<file path="src/rtl/core/ptc_pkg.sv">
// shared types and constants for the pwm tone period and duty calculator
package ptc_pkg;

  localparam int TICK_W   = 32;
  localparam int DUTY_W   = 10;
  localparam int PER_W    = TICK_W + 1;
  localparam int DVD_W    = TICK_W + DUTY_W;
  localparam int DVD_PAD  = DVD_W - PER_W;
  localparam int CNT_W    = $clog2(DVD_W + 1);
  localparam int DIV1_STEPS = PER_W;
  localparam int DIV2_STEPS = DVD_W;
  localparam int CFG_IDX_W  = 1;

  localparam logic [TICK_W-1:0] TICK_RATE_RST  = TICK_W'(1000000);
  localparam logic [TICK_W-1:0] MAX_PERIOD_RST = TICK_W'(65536);
  localparam logic [TICK_W-1:0] MIN_PERIOD     = TICK_W'(2);
  localparam logic [DUTY_W-1:0] DUTY_MAX       = DUTY_W'(999);
  localparam logic [TICK_W-1:0] DUTY_DEN       = TICK_W'(1000);
  localparam logic [DVD_W-1:0]  DUTY_HALF      = DVD_W'(500);

  localparam logic MODE_SET  = 1'b0;
  localparam logic MODE_STOP = 1'b1;

  localparam logic [CFG_IDX_W-1:0] CFG_TICK_RATE  = CFG_IDX_W'(0);
  localparam logic [CFG_IDX_W-1:0] CFG_MAX_PERIOD = CFG_IDX_W'(1);

  localparam logic ST_OK  = 1'b0;
  localparam logic ST_ERR = 1'b1;

  typedef enum logic [2:0] {
    S_IDLE,
    S_DIV1,
    S_CHECK,
    S_MUL,
    S_DIV2,
    S_FIN,
    S_OUT
  } state_t;

  typedef struct packed {
    logic              status;
    logic [TICK_W-1:0] reload_value;
    logic [TICK_W-1:0] compare_value;
    logic              load_timer;
    logic              start_pulse;
    logic              stop_pulse;
  } result_t;

endpackage

</file>
<file path="src/rtl/core/ptc_in_if.sv">
// request channel of the pwm tone calculator
interface ptc_in_if;
  logic                         valid;
  logic                         ready;
  logic                         mode;
  logic [ptc_pkg::TICK_W-1:0]   tone_hz;
  logic [ptc_pkg::DUTY_W-1:0]   duty;

  modport source (output valid, output mode, output tone_hz, output duty,
                  input ready);
  modport sink   (input valid, input mode, input tone_hz, input duty,
                  output ready);
endinterface

</file>
<file path="src/rtl/core/ptc_out_if.sv">
// result channel of the pwm tone calculator
interface ptc_out_if;
  logic                         valid;
  logic                         ready;
  logic                         status;
  logic [ptc_pkg::TICK_W-1:0]   reload_value;
  logic [ptc_pkg::TICK_W-1:0]   compare_value;
  logic                         load_timer;
  logic                         start_pulse;
  logic                         stop_pulse;

  modport source (output valid, output status, output reload_value, output compare_value,
                  output load_timer, output start_pulse, output stop_pulse,
                  input ready);
  modport sink   (input valid, input status, input reload_value, input compare_value,
                  input load_timer, input start_pulse, input stop_pulse,
                  output ready);
  modport mon    (input valid, input ready, input status, input reload_value,
                  input compare_value, input load_timer, input start_pulse,
                  input stop_pulse);
endinterface

</file>
<file path="src/rtl/core/pwm_tone_period_duty_calc_top.sv">
// pwm tone calculator: request in, timer reload and compare settings out
// result: a stop, a bad duty or a zero tone shows its result in the cycle after acceptance,
//   a period out of range after S_DIV1, S_CHECK; a valid set request after S_DIV1 to S_FIN
// flow: one request at a time, the next is taken the cycle after the result is taken,
//   a set request runs the shared restoring divider twice (33 + 42 steps)
// reset (synchronous, rst_n low): idle, tone not running, registers to 1000000 / 65536
module pwm_tone_period_duty_calc_top (
  input  logic                            clk,
  input  logic                            rst_n,
  ptc_in_if.sink                          in_ch,
  ptc_out_if.source                       out_ch,
  input  logic                            cfg_we,
  input  logic [ptc_pkg::CFG_IDX_W-1:0]   cfg_idx,
  input  logic [ptc_pkg::TICK_W-1:0]      cfg_wdata
);

  // control state
  ptc_pkg::state_t state_r, state_nxt;
  logic            running_r;
  logic [ptc_pkg::CNT_W-1:0] cnt_r;

  // configuration registers
  logic [ptc_pkg::TICK_W-1:0] tick_rate_r;
  logic [ptc_pkg::TICK_W-1:0] max_period_r;

  // datapath registers of the shared divider
  // dvd_r holds the dividend left-aligned; quotient bits shift in at the bottom
  logic [ptc_pkg::DVD_W-1:0]  dvd_r;
  logic [ptc_pkg::TICK_W-1:0] rem_r;
  logic [ptc_pkg::TICK_W-1:0] divisor_r;
  logic [ptc_pkg::TICK_W-1:0] period_r;
  logic [ptc_pkg::DUTY_W-1:0] duty_r;
  ptc_pkg::result_t           res_r;

  // handshake
  logic in_ready;
  logic out_valid;
  logic accept;
  logic req_stop;
  logic req_bad;

  // divider step
  logic [ptc_pkg::TICK_W:0]   rem_shift;
  logic [ptc_pkg::TICK_W+1:0] rem_diff;
  logic                       q_bit;
  logic [ptc_pkg::TICK_W-1:0] rem_step;
  logic [ptc_pkg::DVD_W-1:0]  dvd_step;
  logic                       div1_last;
  logic                       div2_last;

  // period range check
  logic [ptc_pkg::PER_W-1:0]  per_q;
  logic [ptc_pkg::TICK_W-1:0] per_limit;
  logic                       per_bad;

  // rounded period dividend and duty product
  logic [ptc_pkg::PER_W-1:0]  per_dividend;
  logic [ptc_pkg::DVD_W-1:0]  duty_prod;

  // final compare clamp
  logic [ptc_pkg::TICK_W-1:0] cmp_final;

  assign accept   = in_ch.valid && in_ready;
  assign req_stop = (in_ch.mode == ptc_pkg::MODE_STOP);
  assign req_bad  = (in_ch.duty == '0) || (in_ch.duty > ptc_pkg::DUTY_MAX)
                    || (in_ch.tone_hz == '0);

  // one restoring step: shift in the next dividend bit, try subtracting the divisor
  assign rem_shift = {rem_r, dvd_r[ptc_pkg::DVD_W-1]};
  assign rem_diff  = {1'b0, rem_shift} - {2'b00, divisor_r};
  assign q_bit     = !rem_diff[ptc_pkg::TICK_W+1];
  assign rem_step  = q_bit ? rem_diff[ptc_pkg::TICK_W-1:0] : rem_shift[ptc_pkg::TICK_W-1:0];
  assign dvd_step  = {dvd_r[ptc_pkg::DVD_W-2:0], q_bit};

  assign div1_last = (cnt_r == ptc_pkg::CNT_W'(ptc_pkg::DIV1_STEPS - 1));
  assign div2_last = (cnt_r == ptc_pkg::CNT_W'(ptc_pkg::DIV2_STEPS - 1));

  // period = (tick_rate + tone/2) / tone, always below 2^32
  assign per_dividend = {1'b0, tick_rate_r} + {2'b00, in_ch.tone_hz[ptc_pkg::TICK_W-1:1]};
  assign per_q        = dvd_r[ptc_pkg::PER_W-1:0];
  // a maximum below 2 acts as 2
  assign per_limit    = (max_period_r < ptc_pkg::MIN_PERIOD) ? ptc_pkg::MIN_PERIOD
                                                             : max_period_r;
  assign per_bad      = (per_q < {1'b0, ptc_pkg::MIN_PERIOD}) || (per_q > {1'b0, per_limit});

  // compare = (period * duty + 500) / 1000
  assign duty_prod = ptc_pkg::DVD_W'(period_r) * ptc_pkg::DVD_W'(duty_r) + ptc_pkg::DUTY_HALF;

  // clamp the rounded compare into 1 .. period-1
  always_comb begin
    priority if (dvd_r == '0) begin
      cmp_final = ptc_pkg::TICK_W'(1);
    end else if (dvd_r >= ptc_pkg::DVD_W'(period_r)) begin
      cmp_final = period_r - ptc_pkg::TICK_W'(1);
    end else begin
      cmp_final = dvd_r[ptc_pkg::TICK_W-1:0];
    end
  end

  // sequencer: next state
  always_comb begin
    state_nxt = state_r;
    unique case (state_r)
      ptc_pkg::S_IDLE: begin
        if (accept) begin
          state_nxt = (req_stop || req_bad) ? ptc_pkg::S_OUT : ptc_pkg::S_DIV1;
        end
      end
      ptc_pkg::S_DIV1: begin
        if (div1_last) state_nxt = ptc_pkg::S_CHECK;
      end
      ptc_pkg::S_CHECK: begin
        state_nxt = per_bad ? ptc_pkg::S_OUT : ptc_pkg::S_MUL;
      end
      ptc_pkg::S_MUL: begin
        state_nxt = ptc_pkg::S_DIV2;
      end
      ptc_pkg::S_DIV2: begin
        if (div2_last) state_nxt = ptc_pkg::S_FIN;
      end
      ptc_pkg::S_FIN: begin
        state_nxt = ptc_pkg::S_OUT;
      end
      ptc_pkg::S_OUT: begin
        if (out_ch.ready) state_nxt = ptc_pkg::S_IDLE;
      end
      default: state_nxt = ptc_pkg::S_IDLE;
    endcase
  end

  // sequencer: handshake outputs
  always_comb begin
    in_ready  = 1'b0;
    out_valid = 1'b0;
    unique case (state_r)
      ptc_pkg::S_IDLE: in_ready  = 1'b1;
      ptc_pkg::S_OUT:  out_valid = 1'b1;
      default: begin
        in_ready  = 1'b0;
        out_valid = 1'b0;
      end
    endcase
  end

  // control registers
  always_ff @(posedge clk) begin
    if (!rst_n) begin
      state_r      <= ptc_pkg::S_IDLE;
      running_r    <= 1'b0;
      cnt_r        <= '0;
      tick_rate_r  <= ptc_pkg::TICK_RATE_RST;
      max_period_r <= ptc_pkg::MAX_PERIOD_RST;
    end else begin
      state_r <= state_nxt;

      if (cfg_we) begin
        unique case (cfg_idx)
          ptc_pkg::CFG_TICK_RATE:  tick_rate_r  <= cfg_wdata;
          ptc_pkg::CFG_MAX_PERIOD: max_period_r <= cfg_wdata;
          default: ;
        endcase
      end

      // step counter runs through both divisions
      if (state_r == ptc_pkg::S_DIV1 || state_r == ptc_pkg::S_DIV2) begin
        cnt_r <= cnt_r + ptc_pkg::CNT_W'(1);
      end else begin
        cnt_r <= '0;
      end

      // a stop clears the tone, a good set starts it, errors leave it alone
      if (state_r == ptc_pkg::S_IDLE && accept && req_stop) begin
        running_r <= 1'b0;
      end else if (state_r == ptc_pkg::S_FIN) begin
        running_r <= 1'b1;
      end
    end
  end

  // datapath registers
  always_ff @(posedge clk) begin
    unique case (state_r)
      ptc_pkg::S_IDLE: begin
        divisor_r <= in_ch.tone_hz;
        duty_r    <= in_ch.duty;
        dvd_r     <= {per_dividend, ptc_pkg::DVD_PAD'(0)};
        rem_r     <= '0;
        if (req_stop) begin
          res_r <= '{status: ptc_pkg::ST_OK, reload_value: '0, compare_value: '0,
                     load_timer: 1'b0, start_pulse: 1'b0, stop_pulse: running_r};
        end else begin
          res_r <= '{status: ptc_pkg::ST_ERR, reload_value: '0, compare_value: '0,
                     load_timer: 1'b0, start_pulse: 1'b0, stop_pulse: 1'b0};
        end
      end
      ptc_pkg::S_DIV1, ptc_pkg::S_DIV2: begin
        dvd_r <= dvd_step;
        rem_r <= rem_step;
      end
      ptc_pkg::S_CHECK: begin
        period_r <= per_q[ptc_pkg::TICK_W-1:0];
        res_r    <= '{status: ptc_pkg::ST_ERR, reload_value: '0, compare_value: '0,
                      load_timer: 1'b0, start_pulse: 1'b0, stop_pulse: 1'b0};
      end
      ptc_pkg::S_MUL: begin
        dvd_r     <= duty_prod;
        rem_r     <= '0;
        divisor_r <= ptc_pkg::DUTY_DEN;
      end
      ptc_pkg::S_FIN: begin
        res_r <= '{status: ptc_pkg::ST_OK,
                   reload_value: period_r - ptc_pkg::TICK_W'(1),
                   compare_value: cmp_final,
                   load_timer: 1'b1, start_pulse: !running_r, stop_pulse: 1'b0};
      end
      ptc_pkg::S_OUT: ;
      default: ;
    endcase
  end

  assign in_ch.ready          = in_ready;
  assign out_ch.valid         = out_valid;
  assign out_ch.status        = res_r.status;
  assign out_ch.reload_value  = res_r.reload_value;
  assign out_ch.compare_value = res_r.compare_value;
  assign out_ch.load_timer    = res_r.load_timer;
  assign out_ch.start_pulse   = res_r.start_pulse;
  assign out_ch.stop_pulse    = res_r.stop_pulse;

endmodule

</file>
<file path="src/flat_wrapper.sv">
// flat-port wrapper written by rule: the top's interface ports become plain ports
module pwm_tone_period_duty_calc_top_flat 
  (clk, rst_n, cfg_we, cfg_idx, cfg_wdata, in_ch_valid, in_ch_mode, in_ch_tone_hz, in_ch_duty, in_ch_ready, out_ch_valid, out_ch_status, out_ch_reload_value, out_ch_compare_value, out_ch_load_timer, out_ch_start_pulse, out_ch_stop_pulse, out_ch_ready);
  ptc_in_if in_ch_i ();
  ptc_out_if out_ch_i ();
  input  logic clk;
  input  logic rst_n;
  input  logic cfg_we;
  input  logic [ptc_pkg::CFG_IDX_W-1:0] cfg_idx;
  input  logic [ptc_pkg::TICK_W-1:0] cfg_wdata;
  input wire logic [$bits(in_ch_i.valid)-1:0] in_ch_valid;
  input wire logic [$bits(in_ch_i.mode)-1:0] in_ch_mode;
  input wire logic [$bits(in_ch_i.tone_hz)-1:0] in_ch_tone_hz;
  input wire logic [$bits(in_ch_i.duty)-1:0] in_ch_duty;
  output wire logic [$bits(in_ch_i.ready)-1:0] in_ch_ready;
  output wire logic [$bits(out_ch_i.valid)-1:0] out_ch_valid;
  output wire logic [$bits(out_ch_i.status)-1:0] out_ch_status;
  output wire logic [$bits(out_ch_i.reload_value)-1:0] out_ch_reload_value;
  output wire logic [$bits(out_ch_i.compare_value)-1:0] out_ch_compare_value;
  output wire logic [$bits(out_ch_i.load_timer)-1:0] out_ch_load_timer;
  output wire logic [$bits(out_ch_i.start_pulse)-1:0] out_ch_start_pulse;
  output wire logic [$bits(out_ch_i.stop_pulse)-1:0] out_ch_stop_pulse;
  input wire logic [$bits(out_ch_i.ready)-1:0] out_ch_ready;
  assign in_ch_i.valid = in_ch_valid;
  assign in_ch_i.mode = in_ch_mode;
  assign in_ch_i.tone_hz = in_ch_tone_hz;
  assign in_ch_i.duty = in_ch_duty;
  assign in_ch_ready = in_ch_i.ready;
  assign out_ch_valid = out_ch_i.valid;
  assign out_ch_status = out_ch_i.status;
  assign out_ch_reload_value = out_ch_i.reload_value;
  assign out_ch_compare_value = out_ch_i.compare_value;
  assign out_ch_load_timer = out_ch_i.load_timer;
  assign out_ch_start_pulse = out_ch_i.start_pulse;
  assign out_ch_stop_pulse = out_ch_i.stop_pulse;
  assign out_ch_i.ready = out_ch_ready;
  pwm_tone_period_duty_calc_top u_core (.clk(clk), .rst_n(rst_n), .in_ch(in_ch_i), .out_ch(out_ch_i), .cfg_we(cfg_we), .cfg_idx(cfg_idx), .cfg_wdata(cfg_wdata));
endmodule
</file>
<file path="config.mk">
export PLATFORM = sky130hd
export DESIGN_NAME = pwm_tone_period_duty_calc_top_flat
export DESIGN_NICKNAME = d
export VERILOG_FILES = /design/src/rtl/core/ptc_pkg.sv /design/src/rtl/core/ptc_in_if.sv /design/src/rtl/core/ptc_out_if.sv /design/src/rtl/core/pwm_tone_period_duty_calc_top.sv /design/src/flat_wrapper.sv
export SDC_FILE = /design/constraint.sdc
export NUM_CORES = 2
export LEC_CHECK = 0
export ABC_AREA = 1
export ABC_CLOCK_PERIOD_IN_PS = 5600
export BUFFER_PORTS_ARGS = -buffer_cell sky130_fd_sc_hd__clkbuf_2
export CORE_UTILIZATION = 58
export CTS_CLUSTER_DIAMETER = 80
export DETAILED_ROUTE_END_ITERATION = 7
export PLACE_DENSITY = 0.87
export SYNTH_ARGS = -nofsm -noshare
export SYNTH_HDL_FRONTEND = slang
export SYNTH_SLANG_ARGS = --single-unit
</file>
<file path="constraint.sdc">
create_clock -name clk -period 5.6 [get_ports clk]
set_clock_uncertainty 0.1 [all_clocks]
set_input_delay 1.4 -clock clk [delete_from_list [all_inputs] [get_ports clk]]
set_output_delay 1.4 -clock clk [all_outputs]
set_load 0.02 [all_outputs]
</file>
==> results_tabular.tex <==
\begin{tabular}{lr}
\hline
Metric & Value \\
\hline
\multicolumn{2}{l}{\textbf{Synthesis}} \\
Largest cells by area after synthesis & sky130\_fd\_sc\_hd\_\_edfxtp\_1 22\%, sky130\_fd\_sc\_hd\_\_fa\_1 17\%, sky130\_fd\_sc\_hd\_\_nand2\_1 10\% \\
Async set-or-reset flop fraction in the synthesized netlist & 0\% \\
Share of the yosys chip area belonging to registers & 27.6\% \\
Number of enable flip-flop cells after synthesis & 216 \\
Post-synth design cell area & 28,900 sq um \\
Net Count, Synth & 4,284 \\
Post-Synthesis Cells & 3,731 \\
Yosys warnings & 0 \\
Most used flip-flop cell after synthesis & sky130\_fd\_sc\_hd\_\_edfxtp\_1 \\
Number of distinct standard cells referenced by the synthesized netlist & 59 \\
Avg Inst Size Synth & 7.74 sq um \\
\#FFs+latches synth & 290 \\
Most used standard cells in the synthesized netlist & 781 x sky130\_fd\_sc\_hd\_\_nand2\_1, 739 x sky130\_fd\_sc\_hd\_\_inv\_1, 361 x sky130\_fd\_sc\_hd\_\_nor2\_1 \\
Yosys top cell by area & sky130\_fd\_sc\_hd\_\_edfxtp\_1 \\
Share of Yosys cell area claimed by the top area cell type & 22.5\% \\
Most numerous cell in the Yosys netlist & sky130\_fd\_sc\_hd\_\_nand2\_1 \\
\multicolumn{2}{l}{\textbf{Finish}} \\
Fraction of final layout cells with drive strength greater than 1 & 14.0\% \\
Number of filler cells placed in the layout & 3,829 \\
Final Core Density & 68.2\% \\
Final std cell area, no fill & 33,500 sq um \\
Total number of nets in the final design & 4,555 \\
Area occupied by multi-input gates & 18,100 sq um \\
Sequential cell area in the final layout & 7970 sq um \\
Final non-filler cell total & 4,690 \\
Area added between synthesis and finish & 15.9\% \\
ANT cells & 0 \\
\multicolumn{2}{l}{\textbf{CTS}} \\
Number of H-tree branching levels & 2 \\
CTS Buffer Depth & 3 \\
Number of sinks driven by the clock tree & 290 \\
CTS tree & done \\
Clk pin slew, worst setup/hold paths & 0.06 ns \\
Count of hold buffers inserted by post-cts repair & 0 \\
CTS root buffer & sky130\_fd\_sc\_hd\_\_clkbuf\_16 \\
Number of buffers created by CTS & 34 \\
Worst-Skew Late Latency & 0.58 ns \\
\multicolumn{2}{l}{\textbf{Floorplanning}} \\
Chip Width & 225 um \\
Area of the core & 49,100 sq um \\
\# rows & 81 \\
Die area & 50,700 sq um \\
Initial Utilization & 58.8\% \\
Chip Height & 225 um \\
Num ports & 151 \\
\multicolumn{2}{l}{\textbf{Min path}} \\
Hold/Removal Path Class & flop to flop \\
\multicolumn{2}{l}{\textbf{STA}} \\
Minimum setup slack in the final design & -0.250 ns \\
Highest clock frequency the design can meet & 171 MHz \\
Final max-slew violation count & 0 \\
Normalized max-slew margin & 19.2\% \\
Setup-violating endpoint count in the final report & 16 \\
Hold Vio Cnt, Final & 0 \\
Unrepaired setup endpoints after global routing & yes \\
Tcrit/Tclk final & 104\% \\
Shortest clock period the worst path allows after layout & 5.85 ns \\
Worst hold slack across all endpoints & 0.378 ns \\
Actual slew at the worst max-slew pin & 1.21 ns \\
\multicolumn{2}{l}{\textbf{Global route}} \\
Aggregate global-route resource usage & 36.1\% \\
Final global-route overflow total & 0 \\
Number of global-route vias before repair & 26,024 \\
Pin count of the biggest net entering global routing & 74 \\
Antenna violations before repair & 1 \\
Wire length of the first global-routing pass & 140 mm \\
\multicolumn{2}{l}{\textbf{Worst setup path}} \\
Slowest cell on the critical path & sky130\_fd\_sc\_hd\_\_fa\_1 \\
Critical Path RT & 5.82 ns \\
Critical path arrival & 6.07 ns \\
Maximum fanout count along the critical path & 10 \\
Critical Path Max Stage Delay & 0.71 ns \\
Worst-path cell chain & buf\_4 > clkbuf\_16 > nand2\_1 > inv\_1 > fa\_1 > fa\_1 > fa\_1 > fa\_1 > inv\_1 > fa\_1 > inv\_1 > ha\_4 > nand2\_1 > nor2\_2 > inv\_2 > nor2\_4 > inv\_1 > o21ai\_0 > nand2\_1 > nand3\_1 > a21oi\_1 > nand2\_1 > nand2\_1 \\
Startpoint type of the worst setup path & flop \\
CP bufs+invs & 7 \\
Crit path kind & flop to flop \\
Category of the worst setup path capture point & flop \\
CP top delay family & adder cells \\
\multicolumn{2}{l}{\textbf{Detailed routing}} \\
Routed wire length & 95.1 mm \\
Number of DRC violations after detailed routing & 3 \\
Number of iterations in the first detailed-routing pass & 8 \\
Total via count in the routed design & 27,419 \\
Via-to-Cell Ratio & 5.85 \\
WL per Instance & 20.3 um \\
Number of nets with antenna violations after routing & 0 \\
1st-iter DRT viols & 3,093 \\
\multicolumn{2}{l}{\textbf{Placement}} \\
Number of cells in the design after placement & 4,587 \\
Buffers on Ports & 150 \\
Post-DP Area & 31,300 sq um \\
Gp weighted congestion & 1.07 \\
Detailed placer's ending HPWL & 70.4 mm \\
\multicolumn{2}{l}{\textbf{Status}} \\
Violations in the final reports & design-rule violations, negative setup slack \\
Run status & finished, violations left \\
\multicolumn{2}{l}{\textbf{Flow run}} \\
Number of max-cap violations & 0 \\
\hline
\end{tabular}
==> worst min-delay path: cells and delay by family (launching register included) <==
family                 cells  cell delay (ns)
buffers and inverters      1             0.06
AO/OA/AOI/OAI              1             0.06
flip-flops                 1             0.30
==> layout by cell type (no fill, tap or decap), types with 19 or more instances in the layout <==
| master | synthesis | final |
|---|---|---|
| sky130_fd_sc_hd__nand2_1 | 781 | 767 |
| sky130_fd_sc_hd__inv_1 | 739 | 734 |
| sky130_fd_sc_hd__nor2_1 | 361 | 336 |
| sky130_fd_sc_hd__a21oi_1 | 262 | 245 |
| sky130_fd_sc_hd__fa_1 | 247 | 241 |
| sky130_fd_sc_hd__edfxtp_1 | 216 | 216 |
| sky130_fd_sc_hd__ha_1 | 225 | 205 |
| sky130_fd_sc_hd__buf_4 | 1 | 171 |
| sky130_fd_sc_hd__clkbuf_2 | 0 | 151 |
| sky130_fd_sc_hd__o21ai_0 | 166 | 147 |
| sky130_fd_sc_hd__nand3_1 | 141 | 138 |
| sky130_fd_sc_hd__o21ai_1 | 77 | 89 |
| sky130_fd_sc_hd__dfxtp_1 | 74 | 74 |
| sky130_fd_sc_hd__xor2_1 | 49 | 49 |
| sky130_fd_sc_hd__nand4_1 | 40 | 40 |
| sky130_fd_sc_hd__clkbuf_16 | 0 | 37 |
| sky130_fd_sc_hd__nor3_1 | 31 | 28 |
| sky130_fd_sc_hd__a21oi_2 | 7 | 23 |
| sky130_fd_sc_hd__nor2_2 | 4 | 22 |
| sky130_fd_sc_hd__nor4_1 | 23 | 21 |
| sky130_fd_sc_hd__inv_2 | 14 | 19 |
| sky130_fd_sc_hd__a21o_1 | 19 | 19 |
==> state kept, by name (all words and copies together), names as in the netlist <==
name and cells:
u_core.dvd_r 42, u_core.out_ch.compare_value 32, u_core.out_ch.reload_value 32, u_core.tick_rate_r 32, u_core.duty_r 10, u_core.running_r 1
u_core.max_period_r 32, u_core.out_ch.status 1, u_core.rem_r 32, u_core.out_ch.load_timer 1, u_core.period_r 32, u_core.out_ch.stop_pulse 1
u_core.divisor_r 32, u_core.cnt_r 6, u_core.state_r 3, u_core.out_ch.start_pulse 1
==> layout make-up <==
cell class	count	area share [%]
multi-input combinational	2571	54.2
inverter	754	8.46
clock inverter	17	0.737
sequential	290	23.8
clock buffer	43	2.75
timing repair buffer	351	7.53
tap	664	2.48
==> layer usage <==
metal  vias to the layer above  track usage (%)  routed length [um]
met5                         -                0                   0
met4                         0             21.8                7250
met3                       474             8.04               11500
met2                      1721             58.1               42500
met1                     12798             44.4               33900
li1                      12426                -                   -
==> final timing paths <==
kind	from	endpoint	slack (ns)	cells after the start
setup / recovery	u_core.duty_r[9]	u_core.dvd_r[41]	-0.25	23
hold / removal	u_core.max_period_r[0]	u_core.max_period_r[0]	0.38	2
hold reg to reg	u_core.max_period_r[0]	u_core.max_period_r[0]	0.38	2
setup reg to reg	u_core.duty_r[9]	u_core.dvd_r[41]	-0.25	23
==> cell families after synthesis <==
family | synth area share (%)
fa+ha+maj | 26.9
compound gates | 11.4
buf+inv | 11.5
xor+xnor | 1.94
simple gates | 20.7
flops | 27.6
==> what timing repair did <==
action                                  4_1_cts  5_1_grt
gates cloned                                  0        3
endpoints found under the setup margin        4       32
pin swaps                                     0       30
resized for setup                             3      143
hold endpoints to repair                      0        0
buffers inserted                             13       27
==> per-stage QoR <==
step	setup slack (ns)	setup TNS (ns)
floorplan	0.275	0
global placement	0.0210	0
detailed placement	-0.0450	-0.132
CTS	-0.0109	-0.0207
global route	-0.438	-5.57
finish	-0.250	-1.31
Power is not shown: default switching activity piles up to over one toggle a cycle in this logic, so the estimate is an artifact.
